`src/hdl/cwva_pkg.sv`:
```
// cwva_pkg: shared constants, types and helpers for the cylinder window
// voltage averager. No dependencies.
`timescale 1ns / 1ps

package cwva_pkg;

  localparam int RAW_W  = 16;
  localparam int VOLT_W = 10;
  localparam int CNT_W  = 4;
  localparam int SUM_W  = RAW_W + 1;

  localparam logic [VOLT_W-1:0] VOLT_MAX  = 10'd1023;
  localparam logic [CNT_W-1:0]  CNT_RESET = 4'd4;

  // Window length codes
  localparam logic [CNT_W-1:0] CNT_FIXED  = 4'd0;
  localparam logic [CNT_W-1:0] CNT_SINGLE = 4'd1;
  localparam logic [CNT_W-1:0] CNT_PAIR   = 4'd2;
  localparam logic [CNT_W-1:0] CNT_TRIPLE = 4'd3;
  localparam logic [CNT_W-1:0] CNT_QUAD   = 4'd4;

  // Sample kind codes
  localparam logic KIND_RUN   = 1'b0;
  localparam logic KIND_STALL = 1'b1;

  // Divide by three: (x * DIV3_MULT) >> DIV3_SHIFT, exact for x < 2**17
  localparam int               DIV3_SHIFT = 18;
  localparam logic [SUM_W-1:0] DIV3_MULT  = 17'd87382;

  typedef struct packed {
    logic [VOLT_W-1:0] one_back;
    logic [VOLT_W-1:0] two_back;
    logic [VOLT_W-1:0] three_back;
  } hist_t;

  function automatic logic [VOLT_W-1:0] sat_volt(input logic [SUM_W-1:0] v);
    logic [SUM_W-1:0] lim;
    lim = {{(SUM_W-VOLT_W){1'b0}}, VOLT_MAX};
    sat_volt = (v > lim) ? VOLT_MAX : v[VOLT_W-1:0];
  endfunction

endpackage

```
`src/hdl/cwva_history.sv`:
```
// cwva_history: three-deep history of clamped samples, newest first.
// Depends on cwva_pkg.
`timescale 1ns / 1ps

module cwva_history (
  input  logic                         clk,
  input  logic                         rst_n,
  input  logic                         shift_en,
  input  logic [cwva_pkg::VOLT_W-1:0]  sample,
  output cwva_pkg::hist_t              hist
);
  import cwva_pkg::*;

  hist_t hist_r;
  hist_t hist_nxt;

  always_comb begin
    hist_nxt = hist_r;
    if (shift_en) begin
      hist_nxt.three_back = hist_r.two_back;
      hist_nxt.two_back   = hist_r.one_back;
      hist_nxt.one_back   = sample;
    end
  end

  always_ff @(posedge clk) begin
    if (!rst_n) begin
      hist_r <= '0;
    end else begin
      hist_r <= hist_nxt;
    end
  end

  assign hist = hist_r;

  a_shift_newest: assert property (@(posedge clk) disable iff (!rst_n)
    shift_en |=> hist_r.one_back == $past(sample)
                 && hist_r.three_back == $past(hist_r.two_back))
    else $error("history did not shift in the new sample");

  a_hold_idle: assert property (@(posedge clk) disable iff (!rst_n)
    !shift_en |=> $stable(hist_r))
    else $error("history changed without a running transfer");

endmodule

```
`src/hdl/cwva_filter.sv`:
```
// cwva_filter: window average over the current sample and the history,
// selected by the window length; stalled samples are only clamped. Depends on cwva_pkg.
`timescale 1ns / 1ps

module cwva_filter (
  input  logic                         kind,
  input  logic [cwva_pkg::RAW_W-1:0]   raw_voltage,
  input  logic [cwva_pkg::CNT_W-1:0]   cylinder_count,
  input  cwva_pkg::hist_t              hist,
  output logic [cwva_pkg::VOLT_W-1:0]  filtered_voltage,
  output logic                         config_error,
  output logic [cwva_pkg::VOLT_W-1:0]  clamped_sample
);
  import cwva_pkg::*;

  logic [SUM_W-1:0]   raw_ext;
  logic [SUM_W-1:0]   one_ext;
  logic [SUM_W-1:0]   two_ext;
  logic [SUM_W-1:0]   three_ext;
  logic [SUM_W-1:0]   sum_pair;
  logic [SUM_W-1:0]   sum_triple;
  logic [SUM_W-1:0]   sum_quad;
  logic [2*SUM_W-1:0] prod3;
  logic [SUM_W-1:0]   quot3;
  logic [SUM_W-1:0]   acc;
  logic               err;

  assign raw_ext   = {1'b0, raw_voltage};
  assign one_ext   = {{(SUM_W-VOLT_W){1'b0}}, hist.one_back};
  assign two_ext   = {{(SUM_W-VOLT_W){1'b0}}, hist.two_back};
  assign three_ext = {{(SUM_W-VOLT_W){1'b0}}, hist.three_back};

  assign sum_pair   = raw_ext + one_ext + SUM_W'(1);
  assign sum_triple = raw_ext + one_ext + two_ext;
  assign sum_quad   = raw_ext + one_ext + two_ext + three_ext + SUM_W'(2);

  // Divide by three through the reciprocal
  assign prod3 = {{SUM_W{1'b0}}, sum_triple} * {{SUM_W{1'b0}}, DIV3_MULT};
  assign quot3 = {1'b0, prod3[2*SUM_W-1:DIV3_SHIFT]};

  always_comb begin
    err = 1'b0;
    unique case (cylinder_count)
      CNT_FIXED:  acc = {{(SUM_W-VOLT_W){1'b0}}, VOLT_MAX};
      CNT_SINGLE: acc = raw_ext;
      CNT_PAIR:   acc = sum_pair >> 1;
      CNT_TRIPLE: acc = quot3;
      CNT_QUAD:   acc = sum_quad >> 2;
      default: begin
        acc = '0;
        err = 1'b1;
      end
    endcase
  end

  assign clamped_sample = sat_volt(raw_ext);

  always_comb begin
    if (kind == KIND_STALL) begin
      filtered_voltage = clamped_sample;
      config_error     = 1'b0;
    end else begin
      filtered_voltage = sat_volt(acc);
      config_error     = err;
    end
  end

endmodule

```
`src/hdl/cylinder_window_voltage_averager.sv`:
```
// cylinder_window_voltage_averager: top level with input and result registers.
// Depends on cwva_pkg, cwva_history and cwva_filter.
`timescale 1ns / 1ps

// Takes one sensor sample per cycle while in_stall is low and returns one
// filtered result per sample via the input register, then the result register.
// Running samples are averaged over the last cylinder_count samples (1 to 4;
// 0 gives full scale, above 4 gives 0 with config_error set) and shift the
// history as they pass the arithmetic stage; stalled samples are only clamped
// and leave the history alone. A new sample is taken while a result waits,
// as long as the input register is free. Write cylinder_count only when idle.
module cylinder_window_voltage_averager (
  input  logic                         clk,
  input  logic                         rst_n,
  input  logic                         cfg_wr_en,
  input  logic [cwva_pkg::CNT_W-1:0]   cfg_wr_data,
  input  logic                         in_valid,
  output logic                         in_stall,
  input  logic                         in_kind,
  input  logic [cwva_pkg::RAW_W-1:0]   in_raw_voltage,
  output logic                         out_valid,
  input  logic                         out_stall,
  output logic [cwva_pkg::VOLT_W-1:0]  out_filtered_voltage,
  output logic                         out_config_error
);
  import cwva_pkg::*;

  logic [CNT_W-1:0]  cnt_r;
  logic              s0_valid_r;
  logic              s0_kind_r;
  logic [RAW_W-1:0]  s0_raw_r;
  logic              out_valid_r;
  logic [VOLT_W-1:0] out_volt_r;
  logic              out_err_r;

  logic              advance;
  logic              load_s0;
  logic              shift_en;
  hist_t             hist;
  logic [VOLT_W-1:0] filt_volt;
  logic              filt_err;
  logic [VOLT_W-1:0] clamped;

  // Move the result stage when it is empty or its transfer completes
  assign advance  = !out_valid_r || !out_stall;
  assign in_stall = s0_valid_r && !advance;
  assign load_s0  = in_valid && !in_stall;
  assign shift_en = s0_valid_r && advance && (s0_kind_r == KIND_RUN);

  always_ff @(posedge clk) begin
    if (!rst_n) begin
      cnt_r <= CNT_RESET;
    end else if (cfg_wr_en) begin
      cnt_r <= cfg_wr_data;
    end
  end

  always_ff @(posedge clk) begin
    if (!rst_n) begin
      s0_valid_r  <= 1'b0;
      out_valid_r <= 1'b0;
    end else begin
      if (load_s0) begin
        s0_valid_r <= 1'b1;
      end else if (advance) begin
        s0_valid_r <= 1'b0;
      end
      if (advance) begin
        out_valid_r <= s0_valid_r;
      end
    end
  end

  always_ff @(posedge clk) begin
    if (load_s0) begin
      s0_kind_r <= in_kind;
      s0_raw_r  <= in_raw_voltage;
    end
    if (advance && s0_valid_r) begin
      out_volt_r <= filt_volt;
      out_err_r  <= filt_err;
    end
  end

  cwva_filter u_filter (
    .kind             (s0_kind_r),
    .raw_voltage      (s0_raw_r),
    .cylinder_count   (cnt_r),
    .hist             (hist),
    .filtered_voltage (filt_volt),
    .config_error     (filt_err),
    .clamped_sample   (clamped)
  );

  cwva_history u_history (
    .clk      (clk),
    .rst_n    (rst_n),
    .shift_en (shift_en),
    .sample   (clamped),
    .hist     (hist)
  );

  assign out_valid            = out_valid_r;
  assign out_filtered_voltage = out_volt_r;
  assign out_config_error     = out_err_r;

  a_err_zero: assert property (@(posedge clk) disable iff (!rst_n)
    (out_valid_r && out_err_r) |-> out_volt_r == '0)
    else $error("config error result carries a nonzero voltage");

  a_stage_moves: assert property (@(posedge clk) disable iff (!rst_n)
    (s0_valid_r && advance) |=> out_valid_r)
    else $error("item lost between input and result registers");

  a_stall_full: assert property (@(posedge clk) disable iff (!rst_n)
    in_stall |-> (s0_valid_r && out_valid_r && out_stall))
    else $error("input stalled with room in the pipeline");

endmodule

```
`config.mk`:
```
export PLATFORM = sky130hd
export DESIGN_NAME = cylinder_window_voltage_averager
export DESIGN_NICKNAME = d
export VERILOG_FILES = /design/src/hdl/cwva_pkg.sv /design/src/hdl/cwva_history.sv /design/src/hdl/cwva_filter.sv /design/src/hdl/cylinder_window_voltage_averager.sv
export SDC_FILE = /design/constraint.sdc
export NUM_CORES = 1
export LEC_CHECK = 0
export ABC_CLOCK_PERIOD_IN_PS = 17800
export BUFFER_PORTS_ARGS = -buffer_cell sky130_fd_sc_hd__buf_2
export CAP_MARGIN = 20
export CORE_MARGIN = 4
export CORE_UTILIZATION = 70
export CTS_BUF_LIST = sky130_fd_sc_hd__clkbuf_4
export CTS_CLUSTER_SIZE = 25
export DETAILED_ROUTE_END_ITERATION = 16
export PLACE_DENSITY = 0.85
export SLEW_MARGIN = 20
export SYNTH_ARGS = -nofsm -noshare
export SYNTH_HDL_FRONTEND = slang
export SYNTH_HIERARCHICAL = 1
export SYNTH_SLANG_ARGS = --single-unit
```
`constraint.sdc`:
```
create_clock -name clk -period 17.8 [get_ports clk]
set_clock_uncertainty 0.15 [all_clocks]
set_input_delay 0.89 -clock clk [delete_from_list [all_inputs] [get_ports clk]]
set_output_delay 0.89 -clock clk [all_outputs]
set_load 0.1 [all_outputs]
```
======== Word level (Yosys, flattened, before mapping) ========
Index checks and enable logic that the tools add are counted.
W data, S select, Z words.
word-level totals
  flip-flop bits (word level) ............. 64
  word-level logic and storage cells ...... 42
  output and inout bits ................... 13
operators by class
  reduce and logical (&&, ||, !) cells .... 12
  multiplexer cells ....................... 7
  $add $sub $neg .......................... 5
  bitwise operators ....................... 1
  magnitude comparators ................... 2
  multipliers ............................. 1
  equal/unequal tests ..................... 4
operators by type and width
  cell                      count
  $pmux W16 S5              1
  $add A17 B10 Y17          2
  $mul A17 B16 Y33 const B  1
  $gt A16 B10 Y1 const B    2
  $mux W10                  3
  $add A16 B10 Y17          1
  $add A17 B1 Y17 const B   1
  $add A17 B2 Y17 const B   1
  $eq A4 B2 Y1 const B      2
  $reduce_or A5 Y1          1
  $eq A4 B1 Y1 const B      1
  $eq A4 B3 Y1 const B      1
  $logic_and A1 B1 Y1       4
  $logic_not A1 Y1          4
  $logic_not A4 Y1          1
  $mux W1                   3
  $reduce_bool A2 Y1        1
  $logic_or A1 B1 Y1        1
  $not A1 Y1                1

======== Depth between registers and ports, before layout ========
Gate-level depths: netlist of the first run.
  depth after elaboration ................. 8
  depth in mapped cells ................... 41
  gate-level depth less buffers ........... 39

======== Modules after synthesis ========
The synthesis of the first run kept the hierarchy.
by module, submodules not included
  module                            seq. area each (µm²)  cells each  area each (µm²)  times used
  cwva_filter                       0.0                   897         7,551.0          1
  cwva_history                      600.6                 97          1,171.1          1
  cylinder_window_voltage_averager  960.9                 50          1,086.0          1

======== Worst setup path after synthesis of the first run ========
Ideal clock, no wire load.
  path type ............................... reg2reg
  start point ............................. reg s0_raw_r[0]
  end point ............................... reg out_volt_r[9] (netlist: out_filtered_voltage[9]), data pin
  path buffers ............................ 2
  setup slack ............................. 8.404 ns
  arrival time ............................ 8.985 ns
  stages on the path, launching flop included .. 40
  library setup time ...................... 0.261 ns
  required time ........................... 17.389 ns
  path through ............................ edfxtp_1 -> ha_1 -> inv_1 -> fa_1 -> nand2b_2 -> a211oi_4 -> o21ai_0 -> nand2_1 -> inv_1 -> ha_1 -> o211ai_1 -> a21boi_1 -> o31a_1 -> o41ai_2 -> nor4b_4 -> nand3_1 -> xnor2_1 -> nand2_1 -> (+4 left out) -> inv_1 -> fa_1 -> fa_1 -> inv_1 -> fa_1 -> inv_1 -> ha_1 -> clkbuf_1 -> a211o_1 -> a221oi_1 -> o22ai_1 -> a2111oi_0 -> nand4_1 -> nor3b_1 -> o2111ai_1 -> or2_1 -> buf_6 -> o32a_1
on the way
  word-level cells in the longest chain between the ends .. 8
  elaborated cells between the ends (all ways) .. 12
RTL lines
  element                                                   RTL line                                source
  start, declared                                           cylinder_window_voltage_averager.sv:31  logic [RAW_W-1:0] s0_raw_r;
  start signal, assigned                                    cylinder_window_voltage_averager.sv:77  s0_raw_r <= in_raw_voltage;
  branches (longest 7 deep; another with $mul A17 B16 Y33)  n/a
  $mux W10 *                                                cwva_filter.sv:59                       if (kind == KIND_STALL) begin
  net filt_volt[9]                                          cylinder_window_voltage_averager.sv:40  logic [VOLT_W-1:0] filt_volt;
  end signal, assigned                                      cylinder_window_voltage_averager.sv:80  out_volt_r <= filt_volt;
  end, declared                                             cylinder_window_voltage_averager.sv:33  logic [VOLT_W-1:0] out_volt_r;
Mark *: on every way through the listed nets, which the timed path passes.
A chain may end at the register's enable or synchronous reset.

======== Final worst setup path of the first run ========
Ends and elaborated chain as after synthesis.

==> results of run 1 <==
## per-layer routing
metal	routed length, um	part of all wire, %	track usage, %
met1	10700	43	44.7
met2	11100	45	49.9
met3	2040	8.3	6.43
met4	742	3.0	9.59
met5	0	0	0
## synthesized netlist by cell type (4+ instances only)
cell type,instances,area [um2]
a211oi_1,8,60.1
a21o_1,14,105
a31oi_1,7,43.8
edfxtp_1,28,841
xnor2_1,46,403
nand2b_1,6,37.5
nor2_1,58,218
and3_1,9,56.3
clkbuf_1,7,26.3
dfxtp_1,36,721
fa_1,82,1640
and2_1,8,50.1
a21oi_1,47,235
nor3_1,12,60.1
nor4_1,4,25.0
nor2b_1,40,250
xor2_1,28,245
inv_1,166,623
mux2i_1,37,370
ha_1,167,2090
nand4_1,6,37.5
o31a_1,4,35.0
o21ai_0,29,145
nand3_1,12,60.1
o22a_1,7,61.3
o211ai_1,6,45.0
o21ai_1,7,35.0
o21a_1,8,60.1
a2111oi_0,7,61.3
a22oi_1,5,37.5
or2_2,13,81.3
a221oi_1,4,35.0
nand2_1,47,176
## worst max path at each step
stage          slack [ns]                       to
4_1_cts              7.21  out_filtered_voltage[9]
3_5_place_dp         7.26  out_filtered_voltage[9]
3_3_place_gp         7.66  out_filtered_voltage[9]
2_1_floorplan        8.40  out_filtered_voltage[9]
6_report             7.15  out_filtered_voltage[9]
5_1_grt              6.34  out_filtered_voltage[9]
## sequential cells by signal, summed over array words and instances, names as in the netlist
| register | cells |
|---|---|
| s0_raw_r | 16 |
| u_history/hist | 30 |
| out_valid | 1 |
| out_config_error | 1 |
| out_filtered_voltage | 10 |
| s0_kind_r | 1 |
| cnt_r | 4 |
| s0_valid_r | 1 |
## layout make-up
class	instances	area, um2	area share [%]
Clock buffer	10	75.1	0.734
Timing Repair Buffer	41	213	2.08
Multi-Input combinational cell	799	7490	73.2
Tap cell	176	220	2.15
Antenna cell	1	2.50	0.0245
Sequential cell	64	1560	15.3
Inverter	166	623	6.09
Clock inverter	6	46.3	0.452
## through the flow
| stage | setup slack, ns | instance area, um2 | cells | hold WS [ns] | utilization (%) |
|---|---|---|---|---|---|
| 2_1_floorplan | 8.40 | 9810 | 1044 | 0.324 | - |
| 3_3_place_gp | 7.66 | 10100 | 1246 | 0.341 | 74.8 |
| 3_5_place_dp | 7.26 | 10100 | 1246 | 0.363 | 74.8 |
| 4_1_cts | 7.21 | 10200 | 1262 | 0.391 | 75.7 |
| 5_1_grt | 6.34 | 10200 | 1262 | 0.406 | 75.7 |
| 6_report | 7.15 | 10200 | 1263 | 0.387 | 75.8 |
## cell families (layout without fill, tap and decap cells)
group                    Yosys count  in the layout  share of synthesized area [%]
adder cells (fa/ha/maj)          250            250                           38.1
AND/OR/NAND/NOR                  238            238                           12.8
AO/OA/AOI/OAI                    192            192                           13.6
buffers and inverters            181            223                           7.71
XOR/XNOR                          79             79                           7.55
flip-flops                        64             64                           15.9
multiplexers                      40             40                           4.24
other                              0              1                              0
## tightest hold or removal path: stages (launching register included)
cell and delay (ns):
dfxtp_1 0.33, mux2i_1 0.12, nor2b_1 0.05
==> impl_metrics.py, run 1 <==
metrics = {
    "outcome": {
        "status": "complete, no violations",
    },
    "worst_setup_path": {
        "startpoint": "s0_raw_r[0]",
        "path_buf_inv": 6,
        "r2r_slack_ns": 7.15,
        "cp.arrival_ns": 10.67,
        "worst_path_max_delay_cell": "xnor2_1",
        "cp-start-kind": "register",
        "crit_cells": 37,
        "cp_max_fo": 8,
        "cp_top_family": "adder cells",
        "reg2reg_from": "s0_raw_r[0]",
        "cp-end-kind": "register",
        "reg2reg_depth": 37,
        "critPathMostFrequentCell": "inv_1",
        "cpPeakStageDelay_ns": 0.62,
        "worst-setup-path-type": "register to register",
        "timing.rr.end": "out_filtered_voltage[9]",
        "required_ns": 17.83,
    },
    "detailed_routing": {
        "firstDrtPassIters": 6,
        "postRouteWirelength_um": 24600,
        "vias": 7841,
        "drt-wirelength-per-cell_um": 19.5,
        "viasPerCell": 6.21,
        "drtAntennaViolNets": 0,
        "drc_errors": 0,
        "drtIter0Drc": 646,
    },
    "final_layout": {
        "layout_commonest_cell": "ha_1",
        "mostFrequentLayoutCells": "ha_1 (167), inv_1 (166), fa_1 (82), nor2_1 (58)",
        "nets": 1356,
        "drive_gt1_share_pct": 8.75,
        "syn_to_final_growth_pct": 4.32,
        "fill_cells": 1008,
    },
    "yosys": {
        "yosys_warnings": 6,
        "synthCells": 1044,
        "synth_nets": 1319,
        "synthFlopType": "dfxtp_1",
        "synth-edff-count": 28,
        "ys_async_sr_fraction_pct": 0,
        "ys_seq_area_share_pct": 15.9,
        "avgSynthCellArea_um2": 9.39,
        "synth-seq-cells": 64,
        "syn_area_mm2": 0.00981,
        "synth_cell_type_count": 86,
    },
    "sta": {
        "rsz0062_at_grt": "no",
        "tightest_slew_ns": 0.928,
        "fmax_mhz": 93.9,
        "maxSlewViolCount": 0,
        "finalSetupViolations": 0,
        "fin_crit_ns": 10.65,
        "final_hold_viol_count": 0,
        "slew_headroom_pct": 37.7,
        "setup_tns_ns": 0,
        "fin_crit_sh_pct": 59.8,
    },
    "cts": {
        "cts_hold_buf": 0,
        "post_cts_resized": 0,
        "cts_root_buf": "clkbuf_4",
        "cts_buffer_depth": 2,
        "htree_levels": 3,
        "clock_latency_ns": 0.43,
        "clkTransAtPathRegs_ns": 0.12,
        "cts_sinks": 64,
        "cts_buffers": 9,
        "cts_tree": "built",
        "cts_setup_buffers": 0,
    },
    "floorplan": {
        "die_area_mm2": 0.0160,
        "initial_core_util_pct": 72.6,
        "core-area_mm2": 0.0135,
        "dieHeight_um": 126,
        "fp.dieW_um": 126,
        "rows": 42,
        "ios": 39,
    },
    "placement": {
        "portBuffers": 38,
        "gp_congestion": 0.991,
        "place.detailed.hpwl_um": 20500,
    },
    "global_route": {
        "antenna_found_initial": 0,
        "grt-ovfl-total": 0,
        "grt_usage_pct": 31.8,
        "grt_pass1_wl_um": 40700,
        "grt_pass1_vias": 8047,
        "grt_start_max_net_pins": 37,
    },
    "min_path": {
        "hold-path-endpoint": "u_history/hist[5]",
        "min_path_cells": 2,
        "hold_class": "register to register",
        "holdCritStartpoint": "u_history/hist[5]",
    },
    "job": {
        "max_cap_viol_count": 0,
    },
}
Power of run 1 is left out: the tool's default activity adds up to more than one toggle a clock period on the data nets, which glitch-free logic cannot reach.
==> run 2, diff against run 1 <==
--- a/config.mk
+++ b/config.mk
@@ -5,15 +5,15 @@
 export SDC_FILE = /design/constraint.sdc
 export NUM_CORES = 1
 export LEC_CHECK = 0
-export ABC_CLOCK_PERIOD_IN_PS = 17800
+export ABC_CLOCK_PERIOD_IN_PS = 8600
 export BUFFER_PORTS_ARGS = -buffer_cell sky130_fd_sc_hd__buf_2
 export CAP_MARGIN = 20
 export CORE_MARGIN = 4
-export CORE_UTILIZATION = 70
+export CORE_UTILIZATION = 59
 export CTS_BUF_LIST = sky130_fd_sc_hd__clkbuf_4
 export CTS_CLUSTER_SIZE = 25
 export DETAILED_ROUTE_END_ITERATION = 16
-export PLACE_DENSITY = 0.85
+export PLACE_DENSITY = 0.76
 export SLEW_MARGIN = 20
 export SYNTH_ARGS = -nofsm -noshare
 export SYNTH_HDL_FRONTEND = slang
==> constraint.sdc (replaced) <==
create_clock -name clk -period 8.6 [get_ports clk]
set_clock_uncertainty 0.15 [all_clocks]
set_input_delay 0.43 -clock clk [delete_from_list [all_inputs] [get_ports clk]]
set_output_delay 0.43 -clock clk [all_outputs]
set_load 0.1 [all_outputs]
==> run 2 against run 1 <==
Against the previous run: the run now ends with setup timing left; first-iteration DRC count grew 11%; die area grew 17%; count of clock-buffer cells in the layout decreased by 1; via count grew 17%; fmax increased by 16%; register-to-register slack lost 7.7 ns; sequential share of layout area is 3.2 points lower; cell count grew 23%.
==> impl_metrics.py, run 2 (synthesis results as in run 1) <==
metrics = {
    "worst_setup_path": {
        "cp-end-kind": "register",
        "reg2reg_depth": 39,
        "cp_max_fo": 4,
        "cp.arrival_ns": 9.19,
        "required_ns": 8.63,
        "cpPeakStageDelay_ns": 0.54,
        "worst-setup-path-type": "register to register",
        "r2r_slack_ns": -0.56,
        "cp-start-kind": "register",
        "worst_path_max_delay_cell": "fa_1",
        "timing.rr.end": "out_filtered_voltage[9]",
        "reg2reg_from": "s0_raw_r[0]",
    },
    "placement": {
        "dp_cells": 1480,
        "place.detailed.hpwl_um": 23300,
        "placed_cell_area_mm2": 0.0119,
        "gp_congestion": 1.03,
        "portBuffers": 38,
    },
    "global_route": {
        "grt_usage_pct": 33.4,
        "grt_pass1_vias": 9680,
        "grt-ovfl-total": 0,
        "grt_pass1_wl_um": 48600,
        "antenna_found_initial": 0,
        "grt_start_max_net_pins": 37,
    },
    "cts": {
        "cts_buffer_depth": 2,
        "htree_levels": 3,
        "cts_sinks": 64,
        "cts_tree": "built",
        "clkTransAtPathRegs_ns": 0.10,
        "clock_latency_ns": 0.44,
        "cts_root_buf": "clkbuf_4",
        "cts_buffers": 9,
    },
    "final_layout": {
        "syn_to_final_growth_pct": 31.6,
        "layout.cells.non_filler": 1551,
        "layout_commonest_cell": "buf_4",
        "final_area_mm2": 0.0129,
        "nets": 1605,
        "antenna_cells": 0,
        "largest_register_ffs": 30,
        "drive_gt1_share_pct": 31.4,
        "mostFrequentLayoutCells": "buf_4 (238), inv_1 (157), ha_1 (150), fa_1 (78), nor2_1 (52)",
    },
    "min_path": {
        "hold_class": "input pin to register",
        "hold-path-endpoint": "s0_raw_r[4]",
        "min_path_cells": 1,
        "holdCritStartpoint": "in_raw_voltage[4]",
    },
    "sta": {
        "rsz0062_at_grt": "yes",
        "setup_tns_ns": -5.04,
        "fin_crit_ns": 9.16,
        "slew_headroom_pct": 36.3,
        "fin_crit_sh_pct": 107,
        "final_hold_viol_count": 0,
        "finalWorstSetupSlack_ns": -0.563,
        "fmax_mhz": 109,
        "tightest_slew_ns": 0.931,
        "finalSetupViolations": 10,
        "maxSlewViolCount": 0,
    },
    "detailed_routing": {
        "viasPerCell": 5.91,
        "drc_errors": 0,
        "drtAntennaViolNets": 0,
        "vias": 9172,
        "drt-wirelength-per-cell_um": 19.8,
        "firstDrtPassIters": 6,
        "drtIter0Drc": 719,
        "postRouteWirelength_um": 30700,
    },
    "floorplan": {
        "die_area_mm2": 0.0188,
        "core-area_mm2": 0.0161,
        "rows": 46,
        "initial_core_util_pct": 61.1,
        "ios": 39,
        "fp.dieW_um": 137,
        "dieHeight_um": 137,
    },
    "outcome": {
        "violations": "setup timing",
        "status": "complete, but fails checks",
    },
    "job": {
        "max_cap_viol_count": 0,
    },
}
-- run 2: how the worst max path moves through the flow --
stage | start | end | slack [ns] | cells past startpoint
6_report | s0_raw_r[0] | out_filtered_voltage[9] | -0.56 | 39
5_1_grt | s0_raw_r[0] | out_filtered_voltage[9] | -0.91 | 40
4_1_cts | s0_raw_r[0] | out_filtered_voltage[9] | -0.37 | 43
3_5_place_dp | s0_raw_r[0] | out_filtered_voltage[4] | -0.74 | 42
3_3_place_gp | s0_raw_r[0] | out_filtered_voltage[5] | -0.57 | 42
2_1_floorplan | s0_raw_r[0] | out_filtered_voltage[9] | -0.37 | 40
-- run 2: repair_timing --
action / in CTS / in global routing
buffers inserted: 41 / 6
endpoints found under the hold margin: 7 / 1
hold buffers: 7 / 1
endpoints found under the setup margin: 10 / 10
gates resized for setup: 50 / 20
pin swaps: 38 / 22
-- run 2: area by class of cell --
cell class                 instances  area (um2)
tap                              216         270
inverter                         166         626
sequential                        64        1560
clock inverter                     7         143
fill                             968        3150
clock buffer                       9        67.6
timing repair buffer             290        2120
multi-input combinational        799        8120
-- run 2: through the flow --
stage          hold slack [ns]  worst slack [ns]  util [%]
6_report                0.0274            -0.563      80.4
5_1_grt                0.00215            -0.909      80.4
4_1_cts               0.000688            -0.374      79.5
3_5_place_dp             0.349            -0.744      74.2
3_3_place_gp             0.341            -0.569      74.2
2_1_floorplan            0.324            -0.368         -
-- run 2: worst max-delay path, delay by kind of cell, from the launching register on --
family,cells,cell delay [ns]
xor+xnor,2,0.36
fa+ha+maj,10,3.50
simple gates,11,2.00
compound gates,7,1.71
buf+inv,9,0.80
flops,1,0.36
-- run 2: layer usage --
metal	track usage (%)	vias up	share of wire (%)
met5	0	-	0
met4	17.8	0	6.7
met3	5.96	159	6.0
met2	58.6	433	49
met1	38.7	4393	38
li1	-	4187	-
Power of run 2 is left out for the same reason.
==> run 3, diff against run 2 <==
--- a/config.mk
+++ b/config.mk
@@ -6,13 +6,14 @@
 export NUM_CORES = 1
 export LEC_CHECK = 0
 export ABC_CLOCK_PERIOD_IN_PS = 8600
-export BUFFER_PORTS_ARGS = -buffer_cell sky130_fd_sc_hd__buf_2
+export BUFFER_PORTS_ARGS = -buffer_cell sky130_fd_sc_hd__buf_4
 export CAP_MARGIN = 20
 export CORE_MARGIN = 4
 export CORE_UTILIZATION = 59
 export CTS_BUF_LIST = sky130_fd_sc_hd__clkbuf_4
 export CTS_CLUSTER_SIZE = 25
 export DETAILED_ROUTE_END_ITERATION = 16
+export HOLD_SLACK_MARGIN = 0.06
 export PLACE_DENSITY = 0.76
 export SLEW_MARGIN = 20
 export SYNTH_ARGS = -nofsm -noshare
==> run 3 against run 2 <==
Against the previous run: the flow still finishes with violations (setup timing); first-iteration DRC count is 6.3% higher; count of clock-buffer cells in the layout stayed put; utilization is 0.61 points higher.
==> impl_metrics.py, run 3 (synthesis results as in run 1) <==
metrics = {
    "floorplan": {
        "core-area_mm2": 0.0161,
        "rows": 46,
        "dieHeight_um": 137,
        "initial_core_util_pct": 61.1,
        "die_area_mm2": 0.0188,
        "fp.dieW_um": 137,
        "ios": 39,
    },
    "placement": {
        "portBuffers": 38,
        "gp_congestion": 0.957,
        "dp_cells": 1480,
        "place.detailed.hpwl_um": 23500,
        "dpl_worst_slack_ns": -0.723,
    },
    "worst_setup_path": {
        "cpPeakStageDelay_ns": 0.53,
        "timing.rr.end": "out_filtered_voltage[8]",
        "cp-start-kind": "register",
        "cp.arrival_ns": 9.15,
        "required_ns": 8.64,
        "r2r_slack_ns": -0.51,
        "cp_max_fo": 6,
        "cp-endpoint": "out_filtered_voltage[8]",
        "startpoint": "s0_raw_r[0]",
        "worst-setup-path-type": "register to register",
        "reg2reg_from": "s0_raw_r[0]",
        "worst_path_max_delay_cell": "fa_1",
        "reg2reg_depth": 39,
        "cp-end-kind": "register",
    },
    "detailed_routing": {
        "postRouteWirelength_um": 30300,
        "drc_errors": 0,
        "drtIter0Drc": 764,
        "routed.top_layer": "met4",
        "met1_length_um": 11800,
        "vias": 9026,
        "firstDrtPassIters": 7,
        "route.met3.wl_um": 1620,
        "wl_met2_um": 15400,
        "viasPerCell": 5.81,
        "drtAntennaViolNets": 0,
        "drt-wirelength-per-cell_um": 19.5,
    },
    "sta": {
        "fmax_mhz": 110,
        "rsz0062_at_grt": "yes",
        "timing.hold.ws_ns": 0.100,
        "finalWorstSetupSlack_ns": -0.515,
        "fin_crit_ns": 9.11,
        "slew_headroom_pct": 47.4,
        "tightest_slew_ns": 0.787,
        "final_hold_viol_count": 0,
        "finalSetupViolations": 10,
        "maxSlewViolCount": 0,
        "fin_crit_sh_pct": 106,
    },
    "cts": {
        "cts_buffers": 9,
        "clkTransAtPathRegs_ns": 0.12,
        "htree_levels": 3,
        "cts_root_buf": "clkbuf_4",
        "cts_buffer_depth": 2,
        "clock_latency_ns": 0.45,
        "cts_tree": "built",
        "cts_sinks": 64,
    },
    "global_route": {
        "grt_pass1_wl_um": 47700,
        "grt_start_max_net_pins": 37,
        "grt-ovfl-total": 0,
        "grt_pass1_vias": 9443,
        "grt_usage_pct": 32.8,
        "antenna_found_initial": 0,
    },
    "final_layout": {
        "antenna_cells": 0,
        "largest_register_ffs": 30,
        "nets": 1607,
        "drive_gt1_share_pct": 30.8,
        "layout.cells.non_filler": 1553,
        "syn_to_final_growth_pct": 32.6,
        "layout_commonest_cell": "buf_4",
        "mostFrequentLayoutCells": "buf_4 (268), inv_1 (151), ha_1 (148), fa_1 (78), nor2_1 (55)",
    },
    "min_path": {
        "hold_class": "input pin to register",
    },
    "job": {
        "max_cap_viol_count": 0,
    },
    "outcome": {
        "violations": "setup timing",
        "status": "complete, but fails checks",
    },
}
==> run 3: changes by cell type in the layout (fill, tap and decap cells not counted), sizes merged <==
cell / before / now
inv: 167 / 166
buf: 282 / 273
clkinv: 2 / 3
dlygate4sd3: 8 / 19
bufinv: 4 / 3
clkinvlp: 0 / 1
==> run 3: metal layers <==
layer  global-route usage (%)  vias up
met4                     14.9        0
li1                         -     4184
met1                     38.2     4342
met5                        0        -
met2                     59.8      386
met3                     4.23      114
==> run 3: timing repair <==
item / CTS / global route
gates resized for setup: 38 / 28
buffers inserted: 31 / 9
hold buffers: 19 / 0
pin swaps: 47 / 28
endpoints found under the hold margin: 19 / 0
setup endpoints to repair: 10 / 10
==> run 3: final cells by class <==
type                            count  area, um2
Multi-Input combinational cell    799       8090
Fill cell                         960       3050
Timing Repair Buffer              292       2270
Sequential cell                    64       1560
Inverter                          166        626
Tap cell                          216        270
Clock inverter                      7        120
Clock buffer                        9       67.6
==> run 3: stage by stage <==
step                setup TNS [ns]  instance area [um2]  utilization (%)
CTS                          -3.16                12800             79.8
global placement             -4.51                12000             74.9
detailed placement           -6.71                12000             74.9
global route                 -7.65                13000             81.0
finish                       -4.72                13000             81.0
floorplan                    -2.27                10100                -
==> run 3: worst min-delay path by stage <==
stage,start,to,slack [ns],cells after the start
after floorplan,s0_valid_r,out_valid,0.32,2
after global placement,s0_valid_r,out_valid,0.34,2
after detailed placement,s0_valid_r,out_valid,0.36,2
after CTS,cfg_wr_data[0],cnt_r[0],0.09,3
after global routing,cfg_wr_data[1],cnt_r[1],0.1,3
final,cfg_wr_data[0],cnt_r[0],0.10,3
==> run 3: critical path, delay by kind of cell, from the launching register on <==
| family | cells | cell delay (ns) |
|---|---|---|
| compound gates | 11 | 2.72 |
| xor+xnor | 2 | 0.52 |
| fa+ha+maj | 9 | 3.10 |
| buf+inv | 11 | 1.04 |
| flops | 1 | 0.39 |
| simple gates | 6 | 0.92 |
Power of run 3 is left out for the same reason.
